--- src/hdl/tsd_pkg.sv ---
`timescale 1ns / 1ps

package tsd_pkg;

   localparam int CoordWidth = 12;
   localparam int CountWidth = 8;

   localparam logic [CountWidth-1:0] MAX_TOUCHES     = 8'd2;
   localparam logic [CoordWidth-1:0] THRESHOLD_RESET = 12'd30;

   localparam logic [1:0] EV_NONE  = 2'd0;
   localparam logic [1:0] EV_START = 2'd1;
   localparam logic [1:0] EV_END   = 2'd2;

   localparam logic [2:0] DIR_POINT = 3'd0;
   localparam logic [2:0] DIR_RIGHT = 3'd1;
   localparam logic [2:0] DIR_LEFT  = 3'd2;
   localparam logic [2:0] DIR_UP    = 3'd3;
   localparam logic [2:0] DIR_DOWN  = 3'd4;

   typedef logic [CoordWidth-1:0] coord_type;

   typedef struct packed {
      logic [CountWidth-1:0] touch_count;
      coord_type             touch_x;
      coord_type             touch_y;
   } req_item_type;

   typedef struct packed {
      logic [1:0] event_kind;
      logic [2:0] swipe_direction;
   } rsp_item_type;

   // True when travel from a to b (a > b) reaches the threshold.
   function automatic logic travel_hit(coord_type a, coord_type b, coord_type thr);
      coord_type diff;
      diff = a - b;
      return (a > b) && (diff >= thr);
   endfunction

   function automatic logic [2:0] swipe_dir(coord_type fx, coord_type fy,
                                            coord_type lx, coord_type ly,
                                            coord_type thr);
      logic [2:0] dir;
      dir = DIR_POINT;
      if (lx != '0 || ly != '0) begin
         if (travel_hit(fx, lx, thr)) dir = DIR_RIGHT;
         if (travel_hit(lx, fx, thr)) dir = DIR_LEFT;
         // Y overrides X
         if (travel_hit(fy, ly, thr)) dir = DIR_UP;
         if (travel_hit(ly, fy, thr)) dir = DIR_DOWN;
      end
      return dir;
   endfunction

endpackage

--- src/hdl/tsd_in_stage.sv ---
`timescale 1ns / 1ps

module tsd_in_stage import tsd_pkg::*; (
   input  logic         clock,
   input  logic         reset,
   input  logic         req_valid,
   output logic         req_stall,
   input  req_item_type req_item,
   input  logic         advance,
   output logic         item_valid,
   output req_item_type item
);

   logic         valid_ff, valid_in;
   req_item_type item_ff;
   logic         take;

   assign req_stall = valid_ff && !advance;
   assign take      = req_valid && !req_stall;
   assign valid_in  = (valid_ff && !advance) || take;

   always_ff @(posedge clock) begin
      if (reset) begin
         valid_ff <= 1'b0;
      end else begin
         valid_ff <= valid_in;
      end
   end

   always_ff @(posedge clock) begin
      if (take) begin
         item_ff <= req_item;
      end
   end

   assign item_valid = valid_ff;
   assign item       = item_ff;

endmodule

--- src/hdl/tsd_tracker.sv ---
`timescale 1ns / 1ps

module tsd_tracker import tsd_pkg::*; (
   input  logic         clock,
   input  logic         reset,
   input  logic         step,
   input  req_item_type item,
   input  coord_type    threshold,
   output rsp_item_type result
);

   logic      touching_ff, touching_in;
   coord_type first_x_ff, first_x_in;
   coord_type first_y_ff, first_y_in;
   coord_type last_x_ff, last_x_in;
   coord_type last_y_ff, last_y_in;
   logic      pressed;

   assign pressed = (item.touch_count != '0) && (item.touch_count <= MAX_TOUCHES) &&
                    !(item.touch_x == '0 && item.touch_y == '0);

   always_comb begin
      touching_in            = touching_ff;
      first_x_in             = first_x_ff;
      first_y_in             = first_y_ff;
      last_x_in              = last_x_ff;
      last_y_in              = last_y_ff;
      result.event_kind      = EV_NONE;
      result.swipe_direction = DIR_POINT;
      if (pressed) begin
         if (!touching_ff) begin
            first_x_in        = item.touch_x;
            first_y_in        = item.touch_y;
            last_x_in         = '0;
            last_y_in         = '0;
            touching_in       = 1'b1;
            result.event_kind = EV_START;
         end else begin
            last_x_in = item.touch_x;
            last_y_in = item.touch_y;
         end
      end else if (touching_ff) begin
         touching_in            = 1'b0;
         result.event_kind      = EV_END;
         result.swipe_direction = swipe_dir(first_x_ff, first_y_ff,
                                            last_x_ff, last_y_ff, threshold);
      end
   end

   always_ff @(posedge clock) begin
      if (reset) begin
         touching_ff <= 1'b0;
         first_x_ff  <= '0;
         first_y_ff  <= '0;
         last_x_ff   <= '0;
         last_y_ff   <= '0;
      end else if (step) begin
         touching_ff <= touching_in;
         first_x_ff  <= first_x_in;
         first_y_ff  <= first_y_in;
         last_x_ff   <= last_x_in;
         last_y_ff   <= last_y_in;
      end
   end

endmodule

--- src/hdl/touch_swipe_detector.sv ---
// Each sample is registered in the input stage, then in the result stage (rsp_valid).
// Throughput: one sample per cycle unless rsp_stall holds the result; the input
// and result registers are the only stages, both held only while rsp_stall is high.
// Reset: synchronous, active high; clears both stages, the gesture state
// and loads the swipe threshold with 30.
`timescale 1ns / 1ps

module touch_swipe_detector import tsd_pkg::*; (
   input  logic         clock,
   input  logic         reset,
   input  logic         req_valid,
   output logic         req_stall,
   input  req_item_type req_item,
   output logic         rsp_valid,
   input  logic         rsp_stall,
   output rsp_item_type rsp_item,
   input  logic         csr_wr_en,
   input  coord_type    csr_wr_data
);

   coord_type    threshold_ff;
   logic         rsp_valid_ff, rsp_valid_in;
   rsp_item_type rsp_item_ff;
   logic         advance;
   logic         item_valid;
   req_item_type item;
   rsp_item_type result;
   logic         step;

   assign advance      = !rsp_valid_ff || !rsp_stall;
   assign step         = item_valid && advance;
   assign rsp_valid_in = advance ? item_valid : rsp_valid_ff;

   tsd_in_stage u_in (
      .clock      (clock),
      .reset      (reset),
      .req_valid  (req_valid),
      .req_stall  (req_stall),
      .req_item   (req_item),
      .advance    (advance),
      .item_valid (item_valid),
      .item       (item)
   );

   tsd_tracker u_track (
      .clock     (clock),
      .reset     (reset),
      .step      (step),
      .item      (item),
      .threshold (threshold_ff),
      .result    (result)
   );

   always_ff @(posedge clock) begin
      if (reset) begin
         threshold_ff <= THRESHOLD_RESET;
         rsp_valid_ff <= 1'b0;
      end else begin
         if (csr_wr_en) begin
            threshold_ff <= csr_wr_data;
         end
         rsp_valid_ff <= rsp_valid_in;
      end
   end

   always_ff @(posedge clock) begin
      if (step) begin
         rsp_item_ff <= result;
      end
   end

   assign rsp_valid = rsp_valid_ff;
   assign rsp_item  = rsp_item_ff;

endmodule

--- config.mk ---
export PLATFORM = sky130hd
export DESIGN_NAME = touch_swipe_detector
export DESIGN_NICKNAME = d
export VERILOG_FILES = /design/src/hdl/tsd_pkg.sv /design/src/hdl/tsd_in_stage.sv /design/src/hdl/tsd_tracker.sv /design/src/hdl/touch_swipe_detector.sv
export SDC_FILE = /design/constraint.sdc
export NUM_CORES = 1
export LEC_CHECK = 0
export BUFFER_PORTS_ARGS = -buffer_cell sky130_fd_sc_hd__buf_4
export CAP_MARGIN = 20
export CORE_UTILIZATION = 58
export DETAILED_ROUTE_END_ITERATION = 10
export GPL_TIMING_DRIVEN = 0
export HOLD_SLACK_MARGIN = 0.05
export PLACE_DENSITY = 0.79
export SETUP_SLACK_MARGIN = 0.05
export SYNTH_ARGS = -nofsm -noshare
export SYNTH_HDL_FRONTEND = slang
export SYNTH_SLANG_ARGS = --single-unit
--- constraint.sdc ---
create_clock -name clock -period 4.98 [get_ports clock]
set_input_delay 0 -clock clock [delete_from_list [all_inputs] [get_ports clock]]
set_output_delay 0 -clock clock [all_outputs]
set_load 0.01 [all_outputs]
### Word-level counts from Yosys, hierarchy flattened

Index checks and enable logic that the tools add are counted.

| storage, ports and cells | value |
|---|---|
| flip-flop bits (word level) | 100 |
| output and inout port bits | 7 |
| logic and storage cells | 67 |

| cells by class | value |
|---|---|
| add/subtract/negate cells | 4 |
| $lt $le $gt $ge | 9 |
| muxes and demuxes | 11 |
| bitwise logic cells | 2 |
| reductions and logical operators | 27 |

Operator list:

| kind | count |
|---|---|
| $ge A12 B12 Y1 | 4 |
| $gt A12 B12 Y1 | 4 |
| $sub A12 B12 Y12 | 4 |
| $logic_not A12 Y1 | 2 |
| $mux W12 | 2 |
| $reduce_bool A12 Y1 | 2 |
| $logic_and A1 B1 Y1 | 10 |
| $le A8 B2 Y1 const B | 1 |
| $reduce_bool A8 Y1 | 1 |
| $mux W2 | 3 |
| $mux W3 | 2 |
| $logic_not A1 Y1 | 5 |
| $mux W5 | 1 |
| $reduce_or A4 Y1 | 1 |
| $logic_or A1 B1 Y1 | 3 |
| $mux W1 | 3 |
| $reduce_and A3 Y1 | 1 |
| $reduce_or A3 Y1 | 1 |
| $not A1 Y1 | 2 |
| $reduce_and A2 Y1 | 1 |

### Logic depth before layout (Yosys ltp)

| logic depth | value |
|---|---|
| word-level depth | 10 |
| mapped depth | 18 |

### Hierarchy

Synthesis repeated with hierarchy kept, for this count alone.

| second synthesis, totals | value |
|---|---|
| cell total of the unflattened synthesis | 787 |
| area total of the unflattened synthesis | 6,962.9 um^2 |

By module, submodules not included:

| module | times used | cells each | area each (um^2) | sequential area each (um^2) |
|---|---|---|---|---|
| tsd_tracker | 1 | 702 | 5,316.3 | 980.9 |
| tsd_in_stage | 1 | 36 | 1,011.0 | 980.9 |
| touch_swipe_detector | 1 | 49 | 635.6 | 410.4 |

### Worst setup path after synthesis

OpenSTA, ideal clock, no wires.

| path | value |
|---|---|
| path type | reg-to-reg |
| start point | register u_track.last_x_ff[1] |
| end point | register rsp_item_ff (netlist bit rsp_item[0]) (data pin) |
| setup time | 0.146 ns |
| data arrival time | 3.762 ns |
| data required time | 4.834 ns |
| slack | 1.072 ns |
| cell stages (with the launch flop) | 17 |
| clock period less this slack | 3.908 ns |
| path through | dfxtp_1 -> inv_1 -> ha_1 -> nor2b_1 -> o21ai_0 -> a21boi_0 -> o21ai_0 -> a211oi_1 -> or4b_2 -> nand4_1 -> ha_1 -> a2111o_1 -> a21oi_1 -> a31o_2 -> a21oi_1 -> or4_1 -> a21oi_1 |

| on the way | value |
|---|---|
| longest elaborated chain between the ends | 6 |
| elaborated cells between the ends (all ways) | 15 |

RTL lines:

| what | line | text |
|---|---|---|
| from (decl) | tsd_tracker.sv:15 | `coord_type last_x_ff, last_x_in;` |
| from (signal assigned) | tsd_tracker.sv:61 | `last_x_ff <= last_x_in;` |
| $sub A12 B12 Y12 | tsd_pkg.sv:37 | `diff = a - b;` |
| $ge A12 B12 Y1 | tsd_pkg.sv:38 | `return (a > b) && (diff >= thr);` |
| $logic_and A1 B1 Y1 | tsd_pkg.sv:38 |  |
| $mux W1 | tsd_pkg.sv:47 | `if (travel_hit(fx, lx, thr)) dir = DIR_RIGHT;` |
| $mux W2 | tsd_pkg.sv:48 | `if (travel_hit(lx, fx, thr)) dir = DIR_LEFT;` |
| $mux W2 | tsd_pkg.sv:50 | `if (travel_hit(fy, ly, thr)) dir = DIR_UP;` |
| to (signal assigned) | touch_swipe_detector.sv:68 | `rsp_item_ff <= result;` |
| to (decl) | touch_swipe_detector.sv:23 | `rsp_item_type rsp_item_ff;` |

Several ways; a longest one is shown, not always the timed one.
A chain may end at the register's enable or synchronous reset.

### Final worst setup path

Same ends and word-level chain as after synthesis.

==> out/metrics.cfg <==
[timing]
worst_pin_slew_ns = 0.7545
slew_headroom_pct = 48.40
fin_worst_skew_ns = 0.004281
max_freq_mhz = 216.2
fin_hold_ws_ns = 0.1167
rsz0062_at_grt = no
finalCriticalPeriod_ns = 4.626
hold_viol_final = 0
period_share_pct = 92.88
finalSetupTns_ns = 0
drv_slew = 0
final-setup-viol-count = 0

[placed_design]
dp.final_hpwl_mm = 12.62
routabilityCongestion = 0.8881
io_buffers = 53

[floorplan]
core_region_area_um2 = 11370
pin_count = 56
die-height_um = 109.9
num_rows = 39
die_x_um = 109.9
start_util_pct = 59.34
die_area_um2 = 12070

[synthesis]
synthTopCellsByArea = dfxtp_1 (19%), ha_1 (17%), edfxtp_1 (16%), a21oi_1 (7.1%), nand2_1 (5.7%)
synth_edf_count = 37
synth.avg_cell_area_um2 = 8.638
seq_area_frac_synth_pct = 35.16
ys_seq_elements = 100
yosysTopAreaCellShare_pct = 18.69
netlist_instances = 781
async_reset_ff_share_pct = 0
ys_types = 52
synth_nets = 928
ys_warn_count = 0
synth_top_area_cell = dfxtp_1
synth_ff_type = dfxtp_1
netlist_area_um2 = 6746

[route]
wirelength_mm = 16.69
vias_per_cell = 5.643
firstDrtPassIters = 6
dr.first_iter.drc_count = 310
ant_nets = 0
drcViolationCount = 0
vias = 5869
wl_per_cell_um = 16.05

[worst_setup_path]
cp-end-kind = flip-flop
regToRegStartpoint = u_track.last_x_ff[1]$_SDFFE_PP0P_
crit_required_ns = 5.08
cp_slowest_cell = a2111oi_0
slowest_delay_ns = 0.69
cp_max_fo = 5
startpoint = u_track.last_x_ff[1]$_SDFFE_PP0P_
path_cells = inv_1, ha_1, nor2b_1, o21ai_0, a21boi_0, o21ai_0, a211oi_1, or4b_2, nand4_1, ha_1, a2111oi_0, o211ai_1, a31oi_1, or4_1, a21oi_1
path_class = reg -> reg
start_kind = flip-flop
critPathBufInv = 1
cpLargestDelayFamily = compound AO/OA/AOI/OAI gates
crit_arrival_ns = 4.72

[status]
status = finished, final reports clean

[global_routing]
grt_start_max_net_pins = 23
grt-busiest-layer = met2
grt_first_pass_wirelength_mm = 26.90
met2_usage_pct = 50.76
use_met3_pct = 3.557
track_usage_pct = 29.38
grt_pass1_vias = 5612
overflow = 0
grt_use_met1_pct = 37.45
antenna_found_initial = 0

[finish]
syn_to_final_growth_pct = 19.81
final_common_cell = nand2_1
antenna_cells = 0
final_cell_mix = nand2_1 (103), a21oi_1 (96), ha_1 (94)
final_nets = 1039
post_route_cells_drive_above_1_share_pct = 10.03

[clock_network]
cts-resized-gates = 0
ctsHoldBuffers = 46
cts_max_level = 3
clkTransAtPathRegs_ns = 0.07
cts_made_buffers = 9
root_buffer = clkbuf_16
clock_latency_ns = 0.36
cts.sinks = 100
cts_tree = built
cts.path.max_buffers = 2
cts_setup_buffers = 0

[power]
leakagePower_uw = 0.003285
ir_drop_mv = 0.2355
power_density_nw_per_um2 = 213.6

[run]
cap_viol_max_count = 0

[min_path]
hold_class = in -> reg
hold_path_startpoint = csr_wr_en

## per-stage QoR
| stage | cells | setup slack (ns) | power, uW | area (um^2) | utilization, % |
|---|---|---|---|---|---|
| 4_1_cts | 1040 | 0.4693 | 1728 | 8083 | 71.09 |
| 2_1_floorplan | 781 | 1.072 | 971.5 | 6746 | - |
| 3_3_place_gp | 977 | 0.6322 | 1024 | 7323 | 64.41 |
| 5_1_grt | 1040 | 0.1081 | 1780 | 8083 | 71.09 |
| 6_report | 1040 | 0.3544 | 1726 | 8083 | 71.09 |
| 3_5_place_dp | 978 | 0.4943 | 1032 | 7341 | 64.56 |
## state kept, by name, summed over array words and instances (netlist names)
| signal | count |
|---|---|
| rsp_item | 5 |
| rsp_valid | 1 |
| threshold_ff | 12 |
| u_in.item | 32 |
| u_in.item_valid | 1 |
| u_track.first_x_ff | 12 |
| u_track.first_y_ff | 12 |
| u_track.last_x_ff | 12 |
| u_track.last_y_ff | 12 |
| u_track.touching_ff | 1 |
## power by group
group / switching (uW) / internal, uW / leakage [uW]
Sequential: 16.8 / 873 / 0.000870
Clock: 332 / 349 / 0.000140
Combinational: 73.4 / 82.0 / 0.00227
## metal layers
metal  share of wire [%]  up-vias
li1                    -     2944
met1                  44     2723
met2                  48      179
met3                 5.4       23
met4                 2.2        0
met5                   0        -
## final cells by class
class                           instances  area, um^2
Multi-Input combinational cell        569        3926
Inverter                               74       277.8
Fill cell                             867        3287
Buffer                                 38       172.7
Timing Repair Buffer                  100       873.3
Sequential cell                       100        2372
Clock inverter                          6       52.55
Tap cell                              143       178.9
Clock buffer                           10       229.0
## cells in the mapped netlist (3+ instances only)
library cell    n
nand2b_1        8
nand2_1       103
buf_6           3
o21bai_1        3
mux2i_1         8
clkbuf_1       28
o21a_1          8
edfxtp_1       37
buf_2           6
fa_1            4
xnor2_1        24
a221oi_1        4
dfxtp_1        63
a31oi_1         3
or3_1           3
nand4_1         8
a211oi_1        4
a21o_1         17
o21ai_0        26
nor4_1         14
nor4b_1         3
inv_1          74
and3_1          3
nor3_1          8
o211ai_1        8
ha_1           94
nand3_1        37
nor2_1         36
xor2_1         11
nor2b_1        11
a21oi_1        96
## worst reg2reg max path, cell delays in order, from the launching register on
cell,delay (ns)
dfxtp_1,0.45
inv_1,0.12
ha_1,0.33
nor2b_1,0.13
o21ai_0,0.24
a21boi_0,0.17
o21ai_0,0.30
a211oi_1,0.22
or4b_2,0.65
nand4_1,0.13
ha_1,0.26
a2111oi_0,0.69
o211ai_1,0.23
a31oi_1,0.20
or4_1,0.16
a21oi_1,0.08
## cell families after synthesis
family                   synth area share, %
AO/OA/AOI/OAI                          16.01
XOR/XNOR                               4.544
adder cells (fa/ha/maj)                18.62
buffers and inverters                  6.677
flip-flops                             35.16
multiplexers                           1.521
AND/OR/NAND/NOR                        17.47
## final timing paths
| kind | cells after the start | endpoint | slack [ns] |
|---|---|---|---|
| max | 15 | rsp_item[0]$_SDFFCE_PP0P_ | 0.35 |
| min | 3 | threshold_ff[11]$_SDFFE_PP0P_ | 0.12 |
| max reg2reg | 15 | rsp_item[0]$_SDFFCE_PP0P_ | 0.35 |
| min reg2reg | 2 | u_track.first_x_ff[2]$_SDFFE_PP0P_ | 0.48 |
Note: power is estimated with default switching activity, not from simulation.
